## src/rtl/psh_pkg.sv

```systemverilog
// Package: shared constants, types and codes for the ready-set scheduler.
package psh_pkg;
	localparam int MaxProcs  = 16;
	localparam int NumLevels = 3;
	localparam int IdW       = $clog2(MaxProcs);
	localparam int CntW      = $clog2(MaxProcs + 1);

	typedef enum logic [1:0] {
		OP_ADMIT   = 2'd0,
		OP_REQUEUE = 2'd1,
		OP_PICK    = 2'd2,
		OP_NONE    = 2'd3
	} opcode_t;

	typedef enum logic [1:0] {
		MODE_FCFS = 2'd0,
		MODE_RR   = 2'd1,
		MODE_HRRN = 2'd2,
		MODE_MLFQ = 2'd3
	} mode_t;

	localparam logic [0:0] REG_POLICY  = 1'd0;
	localparam logic [0:0] REG_QUANTUM = 1'd1;

	typedef enum logic [2:0] {
		ST_IDLE,
		ST_SCAN,
		ST_MUL,
		ST_CMP,
		ST_DONE
	} state_t;

	// Candidate fields presented to the compare unit.
	typedef struct packed {
		logic [31:0] age;
		logic [31:0] wait_t;
		logic [11:0] len;
		logic [1:0]  lvl;
	} cand_t;
endpackage

```

## src/rtl/psh_cmp_unit.sv

```systemverilog
// Shared compare unit: cross-multiply ratio, level or age compare, with registered products.
module psh_cmp_unit
	import psh_pkg::*;
(
	input  logic        clk,
	input  logic        start,
	input  mode_t       mode,
	input  cand_t       cand,
	input  cand_t       best,
	output logic        take
);
	logic [12:0] la, lb;
	logic [45:0] pa_s1, pb_s1;
	logic        older_s1, lvl_lt_s1, lvl_eq_s1;
	mode_t       mode_s1;

	assign la = (cand.len == 12'd0) ? 13'd1 : {1'b0, cand.len};
	assign lb = (best.len == 12'd0) ? 13'd1 : {1'b0, best.len};

	// Multiply (wait + len) by the other length, register before compare.
	always_ff @(posedge clk) begin
		if (start) begin
			pa_s1     <= ({13'd0, 1'b0, cand.wait_t} + {33'd0, la}) * {33'd0, lb};
			pb_s1     <= ({13'd0, 1'b0, best.wait_t} + {33'd0, lb}) * {33'd0, la};
			older_s1  <= cand.age > best.age;
			lvl_lt_s1 <= cand.lvl < best.lvl;
			lvl_eq_s1 <= cand.lvl == best.lvl;
			mode_s1   <= mode;
		end
	end

	always_comb begin
		case (mode_s1)
			MODE_HRRN: take = (pa_s1 > pb_s1) || (!(pb_s1 > pa_s1) && older_s1);
			MODE_MLFQ: take = lvl_lt_s1 || (lvl_eq_s1 && older_s1);
			default:   take = older_s1;
		endcase
	end
endmodule

```

## src/rtl/process_scheduler_hrrn_mlfq_rr.sv

```systemverilog
// Top level: ready-set scheduler with FCFS, RR, HRRN and MLFQ selection.
// Admit, requeue and unused opcodes give their result in the cycle after accept.
// A pick walks all 16 slots in ST_SCAN with one shared compare unit; each ready slot after
// the first also passes through ST_MUL and ST_CMP, and the finished scan then goes to ST_DONE.
// One item at a time; in_stall is high from accept until the result is taken.
// Reset clears ready flags, levels, stamp counter and state, sets FCFS and quantum 1; slot data is unset.
module process_scheduler_hrrn_mlfq_rr
	import psh_pkg::*;
(
	input  logic        clk,
	input  logic        arst_n,
	input  logic        cfg_we,
	input  logic [0:0]  cfg_index,
	input  logic [7:0]  cfg_data,
	input  logic        in_valid,
	output logic        in_stall,
	input  logic [1:0]  opcode,
	input  logic [3:0]  proc_id,
	input  logic [11:0] length,
	input  logic [12:0] ran_steps,
	input  logic [31:0] now,
	output logic        out_valid,
	input  logic        out_stall,
	output logic        found,
	output logic [3:0]  chosen_id,
	output logic [12:0] budget
);
	mode_t        mode_q;
	logic [7:0]   quantum_q;
	logic [MaxProcs-1:0] ready_q;
	logic [1:0]   level_q [MaxProcs];
	logic [11:0]  len_q   [MaxProcs];
	logic [31:0]  rtime_q [MaxProcs];
	logic [31:0]  stamp_q [MaxProcs];
	logic [31:0]  counter_q;

	state_t       state_q, state_d;
	logic [31:0]  now_q;
	logic [CntW-1:0] idx_q;
	logic         have_q;
	logic [IdW-1:0] best_q;
	logic         found_q;
	logic [IdW-1:0] id_q;
	logic [12:0]  budget_q;

	logic         accept, take, start;
	logic [IdW-1:0] idx;
	cand_t        cand, best;

	assign accept = in_valid && !in_stall;
	assign idx    = idx_q[IdW-1:0];
	assign in_stall = (state_q != ST_IDLE);

	assign cand = '{age: counter_q - stamp_q[idx], wait_t: now_q - rtime_q[idx],
		len: len_q[idx], lvl: level_q[idx]};
	assign best = '{age: counter_q - stamp_q[best_q], wait_t: now_q - rtime_q[best_q],
		len: len_q[best_q], lvl: level_q[best_q]};
	assign start = (state_q == ST_SCAN) && ready_q[idx] && have_q
		&& (idx_q < CntW'(MaxProcs));

	psh_cmp_unit u_cmp (
		.clk   (clk),
		.start (start),
		.mode  (mode_q),
		.cand  (cand),
		.best  (best),
		.take  (take)
	);

	// Next state.
	always_comb begin
		state_d = state_q;
		case (state_q)
			ST_IDLE: if (accept) state_d = (opcode_t'(opcode) == OP_PICK) ? ST_SCAN : ST_DONE;
			ST_SCAN: begin
				if (idx_q == CntW'(MaxProcs)) state_d = ST_DONE;
				else if (start) state_d = ST_MUL;
			end
			ST_MUL:  state_d = ST_CMP;
			ST_CMP:  state_d = ST_SCAN;
			ST_DONE: if (!out_stall) state_d = ST_IDLE;
			default: state_d = ST_IDLE;
		endcase
	end

	// Outputs.
	always_comb begin
		out_valid = (state_q == ST_DONE);
		found     = found_q;
		chosen_id = id_q;
		budget    = budget_q;
	end

	always_ff @(posedge clk or negedge arst_n) begin
		if (!arst_n) begin
			state_q   <= ST_IDLE;
			mode_q    <= MODE_FCFS;
			quantum_q <= 8'd1;
			ready_q   <= '0;
			counter_q <= '0;
			found_q   <= 1'b0;
			have_q    <= 1'b0;
			idx_q     <= '0;
			for (int i = 0; i < MaxProcs; i++) level_q[i] <= '0;
		end else begin
			state_q <= state_d;
			if (cfg_we) begin
				if (cfg_index == REG_POLICY) mode_q <= mode_t'(cfg_data[1:0]);
				else quantum_q <= cfg_data;
			end
			case (state_q)
				ST_IDLE: if (accept) begin
					found_q <= 1'b0;
					have_q  <= 1'b0;
					idx_q   <= '0;
					// Admit and requeue complete here.
					if (opcode_t'(opcode) == OP_ADMIT || opcode_t'(opcode) == OP_REQUEUE) begin
						if (opcode_t'(opcode) == OP_ADMIT) level_q[proc_id] <= '0;
						else if (mode_q == MODE_MLFQ
							&& ran_steps >= (13'd1 << level_q[proc_id])
							&& level_q[proc_id] < 2'(NumLevels - 1))
							level_q[proc_id] <= level_q[proc_id] + 2'd1;
						ready_q[proc_id] <= 1'b1;
						counter_q        <= counter_q + 32'd1;
					end
				end
				ST_SCAN: begin
					if (idx_q == CntW'(MaxProcs)) begin
						if (have_q) begin
							ready_q[best_q] <= 1'b0;
							found_q <= 1'b1;
						end
					end else begin
						if (ready_q[idx] && !have_q) have_q <= 1'b1;
						// Hold the index while the compare unit works.
						if (!start) idx_q <= idx_q + CntW'(1);
					end
				end
				ST_CMP: idx_q <= idx_q + CntW'(1);
				default: ;
			endcase
		end
	end

	// Payload registers.
	always_ff @(posedge clk) begin
		if (state_q == ST_IDLE && accept) begin
			now_q <= now;
			id_q  <= '0;
			budget_q <= '0;
			if (opcode_t'(opcode) == OP_ADMIT) len_q[proc_id] <= length;
			if (opcode_t'(opcode) == OP_ADMIT || opcode_t'(opcode) == OP_REQUEUE) begin
				rtime_q[proc_id] <= now;
				stamp_q[proc_id] <= counter_q;
			end
		end
		if (state_q == ST_SCAN && idx_q != CntW'(MaxProcs) && ready_q[idx] && !have_q)
			best_q <= idx;
		if (state_q == ST_CMP && take) best_q <= idx;
		if (state_q == ST_SCAN && idx_q == CntW'(MaxProcs) && have_q) begin
			id_q <= best_q;
			case (mode_q)
				MODE_RR:   budget_q <= {5'd0, quantum_q};
				MODE_MLFQ: budget_q <= 13'd1 << level_q[best_q];
				default:   budget_q <= {1'b0, len_q[best_q]} + 13'd1;
			endcase
		end
	end
endmodule

```

## config.mk

```make
export PLATFORM = sky130hd
export DESIGN_NAME = process_scheduler_hrrn_mlfq_rr
export DESIGN_NICKNAME = d
export VERILOG_FILES = /design/src/rtl/psh_pkg.sv /design/src/rtl/psh_cmp_unit.sv /design/src/rtl/process_scheduler_hrrn_mlfq_rr.sv
export SDC_FILE = /design/constraint.sdc
export NUM_CORES = 2
export LEC_CHECK = 0
export ABC_CLOCK_PERIOD_IN_PS = 15300
export BUFFER_PORTS_ARGS = -buffer_cell sky130_fd_sc_hd__buf_2
export CELL_PAD_IN_SITES_DETAIL_PLACEMENT = 1
export CELL_PAD_IN_SITES_GLOBAL_PLACEMENT = 1
export CORE_ASPECT_RATIO = 2
export CORE_MARGIN = 5
export CORE_UTILIZATION = 55
export DETAILED_ROUTE_END_ITERATION = 12
export PLACE_DENSITY = 0.8
export SYNTH_ARGS = -nofsm -noshare
export SYNTH_HDL_FRONTEND = slang
export SYNTH_SLANG_ARGS = --single-unit
export TNS_END_PERCENT = 50
```

## constraint.sdc

```tcl
create_clock -name clk -period 15.3 [get_ports clk]
set_clock_uncertainty 0.15 [all_clocks]
set_input_delay 1.53 -clock clk [delete_from_list [all_inputs] [get_ports clk]]
set_output_delay 1.53 -clock clk [all_outputs]
set_load 0.005 [all_outputs]
```

==> implementation parameters <==
Parameter                              Value

Critical path
  Endpoint kind of the worst setup timing path ... register
  Largest stage delay on the critical path ... about 0.98 ns
  Maximum fanout along the worst path ... 42
  Worst Path Required ... about 16 ns
  Library cell contributing the largest single delay on the critical path ... sky130_fd_sc_hd__xor2_1
  Category of the worst setup path launch point ... register
  Crit Path Class ... register to register
  Crit path top cell by count ... sky130_fd_sc_hd__fa_1
  Critical path arrival ... between 10 and 15 ns

Floorplan
  Initial Utilization ... 0.5524
  Area of the die ... 190,800 um^2
  Die Ht ... a little over 600 um
  Core region area ... 180,800 um^2
  Die width ... slightly above 300 um
  Number of rows in the core area ... about 220
  I/O pin count ... just under 100

Clocking
  Hold Buf Count CTS ... 0
  Cells resized by post-CTS repair ... 0
  Htree depth ... 4
  Clock latency on the worst-skew pair ... ~0.82 ns
  TritonCTS clock tree ... built
  Clock transition at the registers of the reported paths ... about 0.07 ns
  Maximum count of clock buffers along a single path ... 4
  Root Driver ... sky130_fd_sc_hd__clkbuf_16
  Number of sinks handled by clock tree synthesis ... between 1,000 and 1,500
  Cts bufs inserted ... 140
  Post CTS Setup Buffer Count ... 0

Timing
  Final hold violation count ... 0
  Worst slew pin tran ... between 1 and 1.5 ns
  Min Clock Period, post-route ... ~14 ns
  Final count of pins violating max slew ... 0
  Period utilization ... 0.9008
  Post-Route Setup TNS ... 0 ns
  Worst rel slew slack ... 0.01859
  Count of final setup violators ... 0
  Max Clock Freq ... around 73 MHz
  Setup repair after global routing missed its margin ... false

Drt
  Violation count after the first detailed-routing iteration ... ~6,400
  Ratio of routed vias to standard cells ... 6.861
  Final wirelength ... about 340,000 um
  Post-DRT Antenna Nets ... 0
  Number of optimization iterations in the first detailed-route pass ... 7
  DRC violations left ... 0
  Wire length per cell after detailed routing ... ~35 um
  Number of vias in the routed layout ... 67,270

Place
  HPWL Detailed ... 235,100 um
  Placer congestion estimate ... ~0.96
  Standard cell area after detailed placement ... slightly above 100,000 um^2
  Number of buffer cells added on primary ports ... 96

Yosys
  Top post-synthesis cells by area ... sky130_fd_sc_hd__edfxtp_1, sky130_fd_sc_hd__mux4_2, sky130_fd_sc_hd__fa_1
  Number of enable-type register cells in the synthesized netlist ... between 1,000 and 1,500
  Share of flip-flops with an asynchronous set or reset after synthesis ... 0.06803
  Netlist cell types ... 93
  Synth Area per Inst ... between 10 and 15 um^2
  Yosys top cell area share ... 0.4106
  Cell area after synthesis ... between 90,000 and 100,000 um^2
  Synthesized flop and latch total ... between 1,000 and 1,500
  Post-Synthesis Net Count ... 8,416
  Portion of the post-synthesis area used by sequential elements ... 0.4365
  Syn Inst Count ... between 7,000 and 8,000
  Ys flop type ... sky130_fd_sc_hd__edfxtp_1
  Post-synth top area cell ... sky130_fd_sc_hd__edfxtp_1
  Yosys warning total ... 0

Global route
  Pin count of the biggest net entering global routing ... ~130
  Global Route Usage Sum ... 0.3586
  Antenna violations before repair ... 28
  Number of global-route vias before repair ... 75,580
  Global-route wire length before repair ... between 500,000 and 600,000 um
  Congestion Overflow GR ... 0

Final layout
  Layout cell share with drive strength beyond 1 ... 0.1899
  Final core area utilization ... 0.5983
  Most frequent standard cell in the layout excluding fill and tap cells ... sky130_fd_sc_hd__edfxtp_1
  Syn-to-layout area delta ... 8.312%
  Highest-count cells in the layout ignoring fill and taps ... sky130_fd_sc_hd__edfxtp_1, sky130_fd_sc_hd__inv_1, sky130_fd_sc_hd__mux4_2
  Multi-input gate area ... ~52,000 um^2
  Total non-filler cell area in the finished layout ... roughly 110,000 um^2
  Layout net count ... about 8,500
  Area taken by flip-flops and latches ... approximately 44,000 um^2
  Number of filler cells placed in the layout ... between 15,000 and 20,000

Min path
  Path category of the worst min-delay check ... register to register

Job
  Total of max-cap violations ... 0

Run status
  Status ... finished clean
-- worst max-delay path: cells and delay by family (launching register included) --
kind / cells / cell delay [ns]
AOI/OAI and AO/OA: 13 / 4.20
adders and majority gates: 8 / 3.66
xor gates and xnor gates: 3 / 1.41
and+or+nand+nor: 8 / 1.23
muxes: 2 / 1.01
buffers and inverters: 5 / 0.92
DFF: 1 / 0.86
-- synthesized netlist by cell type, types with 45 or more instances --
| cell | count |
|---|---|
| sky130_fd_sc_hd__mux2_2 | 51 |
| sky130_fd_sc_hd__mux4_2 | 791 |
| sky130_fd_sc_hd__nor2_1 | 242 |
| sky130_fd_sc_hd__a21o_1 | 134 |
| sky130_fd_sc_hd__and2_1 | 224 |
| sky130_fd_sc_hd__nand4_1 | 57 |
| sky130_fd_sc_hd__nor2b_1 | 48 |
| sky130_fd_sc_hd__clkbuf_1 | 269 |
| sky130_fd_sc_hd__nand2b_1 | 62 |
| sky130_fd_sc_hd__a21oi_1 | 231 |
| sky130_fd_sc_hd__xor2_1 | 78 |
| sky130_fd_sc_hd__edfxtp_1 | 1366 |
| sky130_fd_sc_hd__ha_1 | 413 |
| sky130_fd_sc_hd__o21a_1 | 45 |
| sky130_fd_sc_hd__fa_1 | 628 |
| sky130_fd_sc_hd__inv_1 | 915 |
| sky130_fd_sc_hd__buf_1 | 71 |
| sky130_fd_sc_hd__nor3_1 | 77 |
| sky130_fd_sc_hd__nand3_1 | 79 |
| sky130_fd_sc_hd__nand2_1 | 673 |
| sky130_fd_sc_hd__xnor2_1 | 188 |
| sky130_fd_sc_hd__dfrtp_1 | 99 |
| sky130_fd_sc_hd__o21ai_0 | 138 |
-- metal layers --
layer / GRT usage / up-vias / share of wire
met3: 0.06277 / 1588 / 0.074
met1: 0.3559 / 34880 / 0.29
met4: 0.3127 / 12 / 0.11
li1: - / 26660 / -
met5: 0 / - / 0.00024
met2: 0.6422 / 4131 / 0.52
-- logic make-up after synthesis --
logic type	Yosys count	synth area share
buffers and inverters	1279	0.04844
AO/OA/AOI/OAI	771	0.05053
adder cells (fa/ha/maj)	1041	0.1776
XOR/XNOR	266	0.02332
flip-flops	1470	0.4365
multiplexers	860	0.1859
AND/OR/NAND/NOR	1611	0.07774
-- final timing paths --
path                                   from              end  slack (ns)  depth (start not counted)
worst max register to register     idx_q[1]  u_cmp.pa_s1[41]        1.52                         39
worst max-delay path               idx_q[1]  u_cmp.pa_s1[41]        1.52                         39
worst min register to register  ready_q[10]      ready_q[10]        0.39                          2
min in group asynchronous            arst_n     counter_q[5]        0.57                          1
max in group asynchronous            arst_n         idx_q[0]       12.96                          2
worst min-delay path            ready_q[10]      ready_q[10]        0.39                          2
-- state kept, by name, indices dropped and copies added, names as in the netlist, 5 cells and up, named ones only --
| register | count |
|---|---|
| u_cmp.pb_s1 | 46 |
| now_q | 32 |
| level_q | 32 |
| len_q | 192 |
| stamp_q | 512 |
| rtime_q | 512 |
| counter_q | 32 |
| u_cmp.pa_s1 | 46 |
| budget | 13 |
| quantum_q | 8 |
| ready_q | 16 |
| idx_q | 5 |
-- layout make-up --
class / count / area share
timing repair buffer: 271 / 0.01765
clock inverter: 69 / 0.007135
antenna: 18 / 0.0004163
inverter: 916 / 0.03185
sequential: 1470 / 0.4032
multi-input combinational: 4549 / 0.4782
tap: 2341 / 0.02707
clock buffer: 171 / 0.03439
-- through the flow --
step           hold slack (ns)  setup slack (ns)  instances
6_report                0.3851             1.518       9805
4_1_cts                 0.3851             1.555       9786
2_1_floorplan           0.2731             2.729       7298
3_3_place_gp            0.3514             2.020       9546
3_5_place_dp            0.3661             1.784       9546
5_1_grt                 0.4107            0.5765       9792
Power is not shown: default switching activity piles up to over one toggle a cycle in this logic, so the estimate is an artifact.
